`config.mk`:
```
export PLATFORM = sky130hd
export DESIGN_NAME = flash_page_value_log
export DESIGN_NICKNAME = d
export VERILOG_FILES = /design/src/sv/fpvl_pkg.sv /design/src/sv/fpvl_page_ram.sv /design/src/sv/flash_page_value_log.sv
export SDC_FILE = /design/constraint.sdc
export NUM_CORES = 1
export LEC_CHECK = 0
export ABC_AREA = 0
export BUFFER_PORTS_ARGS = -buffer_cell sky130_fd_sc_hd__clkbuf_2
export CAP_MARGIN = 20
export CORE_ASPECT_RATIO = 1.4
export CORE_UTILIZATION = 55
export CTS_BUF_LIST = sky130_fd_sc_hd__clkbuf_4 sky130_fd_sc_hd__clkbuf_8
export CTS_CLUSTER_DIAMETER = 50
export DETAILED_ROUTE_END_ITERATION = 16
export GPL_ROUTABILITY_DRIVEN = 0
export PLACE_DENSITY = 0.85
export SETUP_SLACK_MARGIN = 0.1
export SLEW_MARGIN = 0
export SYNTH_ARGS = -nofsm -noshare
export SYNTH_HDL_FRONTEND = slang
export SYNTH_SLANG_ARGS = --single-unit
```
`constraint.sdc`:
```
create_clock -name clk -period 4.7 [get_ports clk]
set_input_delay 0 -clock clk [delete_from_list [all_inputs] [get_ports clk]]
set_output_delay 0 -clock clk [all_outputs]
set_load 0.01 [all_outputs]
```
`src/sv/fpvl_pkg.sv`:
```
package fpvl_pkg;

  // Width of one stored half-word and of the emitted slot index
  localparam int unsigned VALUE_W      = 16;
  localparam int unsigned SLOT_INDEX_W = 6;

  // Content of an erased flash half-word
  localparam logic [VALUE_W-1:0] ERASED_WORD = 16'hFFFF;

  // Item operation codes
  typedef enum logic [1:0] {
    OP_LOAD   = 2'd0,
    OP_SET    = 2'd1,
    OP_UPDATE = 2'd2
  } op_t;

endpackage

```
`src/sv/fpvl_page_ram.sv`:
```
module fpvl_page_ram #(
  parameter int unsigned DEPTH = 64,
  parameter int unsigned AW    = 6
) (
  input  logic                             clk,
  input  logic                             we,
  input  logic [AW-1:0]                    waddr,
  input  logic [fpvl_pkg::VALUE_W-1:0]     wdata,
  input  logic [AW-1:0]                    raddr,
  output logic [fpvl_pkg::VALUE_W-1:0]     rdata
);

  logic [fpvl_pkg::VALUE_W-1:0] mem [DEPTH];
  logic [fpvl_pkg::VALUE_W-1:0] rdata_r;

  // Write one slot
  always_ff @(posedge clk) begin
    if (we) begin
      mem[waddr] <= wdata;
    end
  end

  // Registered read
  always_ff @(posedge clk) begin
    rdata_r <= mem[raddr];
  end

  assign rdata = rdata_r;

endmodule

```
`src/sv/flash_page_value_log.sv`:
```
// Keeps one 16-bit setting as an append log over a page of SLOT_COUNT slots.
// Input: a word is taken at a clock edge with start high and busy low.
//   in_operation load: store in_word_value at the next load slot; in_load_last
//   (or the last slot) ends the start-up load. An empty page takes
//   the default value into slot 0 and marks a commit pending.
//   in_operation set: replace the held value. update: append the held value
//   if it changed, wrapping to slot 0 with an erase request on a full page,
//   then emit the page image if a commit is pending. Code 3 is dropped.
// Load and set words never raise busy.
// An update with a commit pending holds busy while the page memory is
// swept one slot per cycle through its single read port; the page words
// leave on the out_ ports one per cycle, marked by out_strobe, the first
// one once slot 0 has passed the read register and the emit stage, out_last
// on the final one. An update with nothing pending produces no word.
// The receiver cannot stall: each word is present for exactly one cycle.
// The default takes cfg_wdata at any edge with cfg_we high (while idle).
// Synchronous reset clears pointer, held and committed values, flags and the
// default; page memory contents stay undefined until written.
module flash_page_value_log #(
  parameter int unsigned SLOT_COUNT = 64
) (
  input  logic                                  clk,
  input  logic                                  rst_n,
  input  logic                                  start,
  output logic                                  busy,
  input  logic [1:0]                            in_operation,
  input  logic [fpvl_pkg::VALUE_W-1:0]          in_word_value,
  input  logic                                  in_load_last,
  input  logic                                  cfg_we,
  input  logic [fpvl_pkg::VALUE_W-1:0]          cfg_wdata,
  output logic                                  out_strobe,
  output logic                                  out_erase_first,
  output logic [fpvl_pkg::SLOT_INDEX_W-1:0]     out_slot_index,
  output logic [fpvl_pkg::VALUE_W-1:0]          out_slot_data,
  output logic [fpvl_pkg::VALUE_W-1:0]          out_current_value,
  output logic                                  out_last
);

  localparam int unsigned AW = (SLOT_COUNT > 1) ? $clog2(SLOT_COUNT) : 1;
  localparam int unsigned PW = $clog2(SLOT_COUNT + 1);
  localparam logic [AW-1:0] LAST_K = AW'(SLOT_COUNT - 1);
  localparam logic [PW-1:0] FULL_P = PW'(SLOT_COUNT);

  typedef enum logic {
    ST_IDLE,
    ST_STREAM
  } state_t;

  state_t                         state_r;
  logic [PW-1:0]                  ptr_r;
  logic [fpvl_pkg::VALUE_W-1:0]   held_r;
  logic [fpvl_pkg::VALUE_W-1:0]   committed_r;
  logic                           pending_r;
  logic                           erase_r;
  logic [AW-1:0]                  load_pos_r;
  logic                           found_r;
  logic [fpvl_pkg::VALUE_W-1:0]   default_r;
  logic [AW-1:0]                  rd_k_r;

  // Emit stage, aligned with the memory read data
  logic                           emit_valid_r;
  logic [AW-1:0]                  emit_k_r;
  logic                           emit_in_r;
  logic                           emit_erase_r;
  logic                           emit_last_r;

  logic                           accept;
  fpvl_pkg::op_t                  op;
  logic                           word_written;
  logic                           found_nxt;
  logic                           load_end;
  logic                           changed;
  logic                           wrap;
  logic                           pending_nxt;

  logic                           ram_we;
  logic [AW-1:0]                  ram_waddr;
  logic [fpvl_pkg::VALUE_W-1:0]   ram_wdata;
  logic [fpvl_pkg::VALUE_W-1:0]   ram_rdata;

  assign busy         = (state_r == ST_STREAM);
  assign accept       = start && !busy;
  assign op           = fpvl_pkg::op_t'(in_operation);
  assign word_written = (in_word_value != fpvl_pkg::ERASED_WORD);
  assign found_nxt    = found_r || word_written;
  assign load_end     = in_load_last || (load_pos_r == LAST_K);
  assign changed      = (held_r != committed_r);
  assign wrap         = (ptr_r == FULL_P);
  assign pending_nxt  = pending_r || changed;

  // Select the memory write for load and append
  always_comb begin
    ram_we    = 1'b0;
    ram_waddr = load_pos_r;
    ram_wdata = in_word_value;
    if (accept) begin
      unique case (op)
        fpvl_pkg::OP_LOAD: begin
          ram_we = 1'b1;
          if (load_end && !found_nxt) begin
            ram_waddr = '0;
            ram_wdata = default_r;
          end
        end
        fpvl_pkg::OP_UPDATE: begin
          ram_we    = changed;
          ram_waddr = wrap ? '0 : ptr_r[AW-1:0];
          ram_wdata = held_r;
        end
        default: begin
          ram_we = 1'b0;
        end
      endcase
    end
  end

  fpvl_page_ram #(
    .DEPTH (SLOT_COUNT),
    .AW    (AW)
  ) u_page_ram (
    .clk   (clk),
    .we    (ram_we),
    .waddr (ram_waddr),
    .wdata (ram_wdata),
    .raddr (rd_k_r),
    .rdata (ram_rdata)
  );

  // Hold the default value register
  always_ff @(posedge clk) begin
    if (!rst_n) begin
      default_r <= '0;
    end else if (cfg_we) begin
      default_r <= cfg_wdata;
    end
  end

  // Control, log state and the page sweep
  always_ff @(posedge clk) begin
    if (!rst_n) begin
      state_r      <= ST_IDLE;
      ptr_r        <= '0;
      held_r       <= '0;
      committed_r  <= '0;
      pending_r    <= 1'b0;
      erase_r      <= 1'b0;
      load_pos_r   <= '0;
      found_r      <= 1'b0;
      rd_k_r       <= '0;
      emit_valid_r <= 1'b0;
    end else begin
      // Tag each sweep read for the emit stage
      emit_valid_r <= (state_r == ST_STREAM);
      unique case (state_r)
        ST_IDLE: begin
          if (accept) begin
            unique case (op)
              fpvl_pkg::OP_LOAD: begin
                if (word_written) begin
                  held_r      <= in_word_value;
                  committed_r <= in_word_value;
                  ptr_r       <= PW'(load_pos_r) + PW'(1);
                end
                if (load_end) begin
                  load_pos_r <= '0;
                  found_r    <= 1'b0;
                  if (!found_nxt) begin
                    held_r      <= default_r;
                    committed_r <= default_r;
                    ptr_r       <= PW'(1);
                    pending_r   <= 1'b1;
                    erase_r     <= 1'b0;
                  end
                end else begin
                  load_pos_r <= load_pos_r + AW'(1);
                  found_r    <= found_nxt;
                end
              end
              fpvl_pkg::OP_SET: begin
                held_r <= in_word_value;
              end
              fpvl_pkg::OP_UPDATE: begin
                if (changed) begin
                  committed_r <= held_r;
                  pending_r   <= 1'b1;
                  if (wrap) begin
                    ptr_r   <= PW'(1);
                    erase_r <= 1'b1;
                  end else begin
                    ptr_r <= ptr_r + PW'(1);
                  end
                end
                if (pending_nxt) begin
                  state_r <= ST_STREAM;
                  rd_k_r  <= '0;
                end
              end
              default: begin
                state_r <= ST_IDLE;
              end
            endcase
          end
        end
        ST_STREAM: begin
          // Issue one slot read per cycle
          if (rd_k_r == LAST_K) begin
            state_r   <= ST_IDLE;
            rd_k_r    <= '0;
            pending_r <= 1'b0;
            erase_r   <= 1'b0;
          end else begin
            rd_k_r <= rd_k_r + AW'(1);
          end
        end
        default: begin
          state_r <= ST_IDLE;
        end
      endcase
    end
  end

  // Emit stage payload
  always_ff @(posedge clk) begin
    emit_k_r     <= rd_k_r;
    emit_in_r    <= (PW'(rd_k_r) < ptr_r);
    emit_erase_r <= erase_r && (rd_k_r == '0);
    emit_last_r  <= (rd_k_r == LAST_K);
  end

  assign out_strobe        = emit_valid_r;
  assign out_erase_first   = emit_erase_r;
  assign out_slot_index    = fpvl_pkg::SLOT_INDEX_W'(emit_k_r);
  assign out_slot_data     = emit_in_r ? ram_rdata : fpvl_pkg::ERASED_WORD;
  assign out_current_value = held_r;
  assign out_last          = emit_last_r;

  // A page image runs without gaps until its last word
  a_image_contiguous: assert property (@(posedge clk) disable iff (!rst_n)
    (out_strobe && !out_last) |=> out_strobe)
    else $error("page image broken before its last word");

  // A new image never follows directly on the last word
  a_gap_after_last: assert property (@(posedge clk) disable iff (!rst_n)
    (out_strobe && out_last) |=> !out_strobe)
    else $error("word emitted right after the last word of an image");

  // Erase request only on slot zero
  a_erase_on_first: assert property (@(posedge clk) disable iff (!rst_n)
    (out_strobe && out_erase_first) |-> (out_slot_index == '0))
    else $error("erase flag on a slot other than the first");

  // A changed value always starts a page sweep
  a_change_commits: assert property (@(posedge clk) disable iff (!rst_n)
    (accept && (op == fpvl_pkg::OP_UPDATE) && changed) |=> busy)
    else $error("changed value taken without a page sweep");

endmodule
```
# [Word level (Yosys, flattened, before mapping)]
# Memory sizes are Yosys's and may differ from the RTL's. A register that Yosys moved wholly into a read port is not among the register bits.
# Cells that the tools add are included.
[totals] output_inout_bits=42 ff_bits=81 elab_cells=110 in_bits=39 ram_bits=1024 memories=1
[memory_table] name="u_page_ram.mem" depth=64 word_bits=16 rd=1 rd_clocked_by_memory_dff=1 wr=1 line_no="fpvl_page_ram.sv:13" rtl="logic [fpvl_pkg::VALUE_W-1:0] mem [DEPTH];"
[classes] magnitude_cmp=1 n_bitwise=1 reduce_logical=18 n_addsub=4 n_eq_ne=17 mux=53
[op_table] operator="$mux 16" count=10
[op_table] operator="$pmux 16 s2" count=3
[op_table] operator="$mux 6" count=8
[op_table] operator="$mux 7" count=5
[op_table] operator="$pmux 6 s2" count=2
[op_table] operator="$mux 1" count=18
[op_table] operator="$ne 16x16->1" count=1
[op_table] operator="$ne 16x16->1 const B" count=1
[op_table] operator="$pmux 7 s2" count=1
[op_table] operator="$add 6x1->6 const B" count=2
[op_table] operator="$eq 6x6->1 const B" count=2
[op_table] operator="$ne 3x3->1 const B" count=4
[op_table] operator="$pmux 1 s2" count=6
[op_table] operator="$reduce_and 3->1" count=3
[op_table] operator="$add 6x1->7 const B" count=1
[op_table] operator="$add 7x1->7 const B" count=1
[op_table] operator="$eq 7x7->1 const B" count=1
[op_table] operator="$lt 6x7->1" count=1
[op_table] operator="$reduce_and 7->1" count=1
[op_table] operator="$logic_not 6->1" count=1
[op_table] operator="$ne 2x2->1 const B" count=3
[op_table] operator="$reduce_and 6->1" count=1
[op_table] operator="$ne 2x1->1 const B" count=2
[op_table] operator="$reduce_and 4->1" count=1
[op_table] operator="other kinds (9)" count=15

# [Depth between registers and ports, before layout]
[logic_depth] word_depth=7 depth_mapped=9 depth_no_buf=8

# [Cells and area by module]
# Synthesis repeated with hierarchy kept, for this count alone.
[unflattened] hier_cells=2366 hier_area_um2=44589.0
[modules_own_cells] module="fpvl_page_ram" seq_area_each_um2=31069.8 cells_per_inst=1811 instances=1 area_each_um2=39914.5
[modules_own_cells] module="flash_page_value_log" seq_area_each_um2=1621.6 cells_per_inst=555 instances=1 area_each_um2=4674.5

# [Least setup slack after synthesis]
# OpenSTA, ideal clock, no wires.
[synth_timing] path_kind="flip-flop to flip-flop" start="register load_pos_r[1]" end="memory u_page_ram.mem[0][14] (netlist bit), data pin" setup_slack_ps=228 arrival_ps=3770 t_required_ps=3998 path_stages_with_launch=8 path_buffers=0 setup_time_ps=702 cell_sequence="dfxtp_1 -> ha_1 -> nand3_2 -> o31ai_2 -> a21o_1 -> nand2_1 -> a21oi_1 -> o21ai_0"
[synth_via] elab_chain_cells=6
[synth_rtl] item="start: declaration" line_no="flash_page_value_log.sv:55" rtl="logic [AW-1:0] load_pos_r;"
[synth_rtl] item="start signal: assignment" line_no="flash_page_value_log.sv:175" rtl="load_pos_r <= load_pos_r + AW'(1);"
[synth_rtl] item="$eq 6x6->1" line_no="flash_page_value_log.sv:86" rtl="assign load_end = in_load_last || (load_pos_r == LAST_K);"
[synth_rtl] item="$logic_or 1x1->1" line_no="flash_page_value_log.sv:86"
[synth_rtl] item="$logic_and 1x1->1" line_no="flash_page_value_log.sv:100" rtl="if (load_end && !found_nxt) begin"
[synth_rtl] item="$mux 16" line_no="flash_page_value_log.sv:100"
[synth_rtl] item="$pmux 16 s2" line_no="flash_page_value_log.sv:97" rtl="unique case (op)"
[synth_rtl] item="$mux 16" line_no="flash_page_value_log.sv:96" rtl="if (accept) begin"
[synth_rtl] item="named net ram_wdata, one bit" line_no="flash_page_value_log.sv:78" rtl="logic [fpvl_pkg::VALUE_W-1:0] ram_wdata;"
[synth_rtl] item="end: declaration" line_no="fpvl_page_ram.sv:13"
# The timed path passes the listed nets, and every way through them passes these cells.

# [Worst setup path in the final report]
[layout_timing] start="register load_pos_r[0]" end="memory u_page_ram.mem[29][1] (netlist bit), data pin"
# The elaborated chain is that of the path after synthesis.

==> flow_summary.ini <==
[critical_path]
cp-end-kind = flip-flop
endpoint = u_page_ram.mem[29][1]$_DFFE_PP_
worstReg2RegEnd = u_page_ram.mem[29][1]$_DFFE_PP_
cp_max_fo = 35
crit_start = load_pos_r[0]$_SDFFE_PN0P_
reg2reg_slack_ns = 0.77
criticalPathCategory = reg2reg
required_ns = 5.19
crit_path_start_kind = flip-flop
cp.arrival_ns = 4.42
r2r_cells = 8
reg2reg_from = load_pos_r[0]$_SDFFE_PN0P_

[status]
status = complete, no violations

[synthesis]
yosys.area_share.simple_pct = 3.94
syn-num-nets = 2398
ys_ff_latch = 1121
synth-edff-count = 1024
synthTopCellsByArea = edfxtp_1 70%, mux4_2 13%, dfxtp_1 4.4%
synth_warnings = 0
synth.most_common_cell = edfxtp_1
syn_area_um2 = 44100
synthArstFlopShare_pct = 0
synth_top_family_by_area = multiplexers
synthMuxAreaShare_pct = 13.5
yosysTopAreaCellShare_pct = 69.8
synth_commonest_cells = 1024 x edfxtp_1, 256 x mux4_2, 143 x nor2_1, 119 x nand2_1, 97 x dfxtp_1
synth_top_flop_cell = edfxtp_1
netlist_instances = 2349
yosysSeqAreaShare_pct = 74.2
synth_top_area_cell = edfxtp_1
synth_xor_area_share_pct = 0.437
synth_compound_area_share_pct = 6.12
avgSynthCellArea_um2 = 18.8
synth_cell_types = 73
synth_fa_ha_area_share_pct = 0.284

[pwr]
seq_power_share_pct = 56.2
powerDensity_nw_per_um2 = 391
combPwrFrac_pct = 5.6
switching_share_pct = 22.6
p_int_mw = 15.2
power.share.clock_pct = 38.2
switchingPower_mw = 4.45
ir_drop_mv = 0.268
p_leak_nw = 16.1

[die]
coreArea_um2 = 79200
start_util_pct = 55.6
rows = 122
dieWidth_um = 241
die_area_um2 = 81300
die_h_um = 337
io_pins = 81

[drt]
first_pass_iters = 7
wl_mm = 119
drcViolationCount = 0
routedWlPerCell_um = 31.2
antenna_left = 0
vias = 26477
drt-vias-per-instance = 6.93
drt_iter0_markers = 3864

[cts]
cts.sinks = 1121
cts.reportedPaths.clkPinSlew_ns = 0.07
numCtsBuffers = 150
cts-root-buf = clkbuf_8
cts_tree = built
cts_resized = 0
htreeDepth = 4
cts_setup_buffers = 0
cts_buffer_depth = 3
insertion_delay_ns = 0.81

[sta]
finalSetupViolations = 0
fin_tns_setup_ns = 0
fin_crit_sh_pct = 83.6
slew_headroom_pct = 20.3
fin_crit_ns = 3.93
worstMarginPinSlew_ns = 1.20
clock.fmax_mhz = 254
hold_viol_final = 0
grt_setup_unrepaired = false
finalMaxSlewViolations = 0
skew_ns = 0.0466

[global_routing]
grt_pass1_wl_mm = 171
antenna_found_initial = 2
grt_pass1_vias = 26694
grt_max_degree = 133
track_usage_pct = 29.5
grt-ovfl-total = 0

[finish]
final_cells = 3819
fillCellCount = 4780
multi_input_area_um2 = 10800
drive_above_1_share_pct = 27.0
ff_latch_area_um2 = 32700
area_growth_pct = 14.4
nets = 2695

[place]
port_buffers = 80
placedCellCount = 3462
hpwl_mm = 67.9

[min_path]
min_path_type = in2reg

[flow_run]
max_cap_viol_count = 0
[metrics by stage]
stage	hold slack, ns	setup WS, ns	power, mW	cell area [um2]	utilization [%]
after floorplan	0.147	0.228	11.8	44100	-
after global placement	0.240	1.22	12.2	46400	58.6
after detailed placement	0.244	1.04	12.3	46400	58.6
after CTS	0.129	0.998	19.7	50400	63.6
after global routing	0.195	0.660	20.1	50400	63.6
final	0.208	0.769	19.7	50400	63.6
[critical path, cell delays in order, from the launching register on]
cell and delay (ns):
dfxtp_1 0.49, ha_1 0.30, nand3_2 0.20, o31ai_2 0.32
a21o_1 0.27, nand2_1 0.42, nand2_1 0.22, nand3_2 0.83
buf_4 0.55
[flip-flops by register name, summed over array words and instances, names as in the netlist, 6 cells and up]
| signal | cells |
|---|---|
| load_pos_r | 6 |
| u_page_ram.mem | 1024 |
| default_r | 16 |
| ptr_r | 7 |
| committed_r | 16 |
| rd_k_r | 6 |
| out_current_value | 16 |
| out_slot_index | 6 |
| u_page_ram.rdata | 16 |
[what timing repair did]
action / 4_1_cts / 5_1_grt
hold endpoints to repair: 263 / 0
endpoints found under the setup margin: 0 / 0
hold buffers: 84 / 0
[area by class of cell]
cell class | count | area share (%)
Clock buffer | 196 | 4.84
Multi-Input combinational cell | 1058 | 21.5
Sequential cell | 1121 | 64.9
Tap cell | 1054 | 2.62
Clock inverter | 74 | 1.26
Inverter | 30 | 0.223
Antenna cell | 1 | 0.00497
Timing Repair Buffer | 285 | 4.69
[cell usage in the layout (no fill, tap or decap), types with 29 or more instances in the layout]
master / synthesis / layout
nand2_1: 119 / 119
a22o_1: 33 / 32
dfxtp_1: 97 / 95
o21ai_0: 31 / 30
clkbuf_8: 0 / 155
mux4_2: 256 / 256
clkbuf_4: 0 / 41
a221oi_1: 33 / 33
buf_4: 1 / 103
clkbuf_2: 1 / 80
nor2_1: 143 / 142
a21oi_1: 73 / 72
edfxtp_1: 1024 / 1024
dlygate4sd3_1: 0 / 84
a22oi_1: 81 / 81
inv_1: 29 / 29
[routing by layer]
metal,part of all wire [%],vias to the layer above,GRT usage [%]
met5,0.0076,-,0
met4,8.0,2,20.8
li1,-,10267,-
met1,31,13065,35.1
met3,11,650,6.50
met2,49,2493,47.7
[worst min-delay path by stage]
stage / slack, ns / end / start / depth (start not counted)
after floorplan: 0.15 / default_r[0]$_SDFFE_PN0P_ / cfg_wdata[0] / 2
after global placement: 0.24 / default_r[13]$_SDFFE_PN0P_ / cfg_wdata[13] / 3
after detailed placement: 0.24 / default_r[10]$_SDFFE_PN0P_ / cfg_wdata[10] / 3
after CTS: 0.13 / out_current_value[9]$_SDFFE_PN0P_ / in_word_value[9] / 4
after global routing: 0.20 / out_current_value[9]$_SDFFE_PN0P_ / in_word_value[9] / 4
final: 0.21 / out_current_value[13]$_SDFFE_PN0P_ / in_word_value[13] / 4
[kinds of logic (layout without fill, tap and decap cells)]
| group | after synthesis | after routing |
|---|---|---|
| buffers and inverters | 170 | 585 |
| AO/OA/AOI/OAI | 370 | 370 |
| XOR/XNOR | 22 | 22 |
| AND/OR/NAND/NOR | 383 | 383 |
| flip-flops | 1121 | 1121 |
| other | 0 | 1 |
| adder cells (fa/ha/maj) | 10 | 10 |
| multiplexers | 273 | 273 |
[power groups by stage]
stage | registers, mW | clock network (mW) | logic [mW]
finish | 11.1 | 7.53 | 1.10
global route | 11.1 | 7.94 | 1.13
CTS | 11.1 | 7.56 | 1.05
detailed placement | 11.3 | 0 | 0.995
global placement | 11.3 | 0 | 0.951
floorplan | 11.2 | 0 | 0.598
No activity file was read; power rests on OpenSTA's default activity.
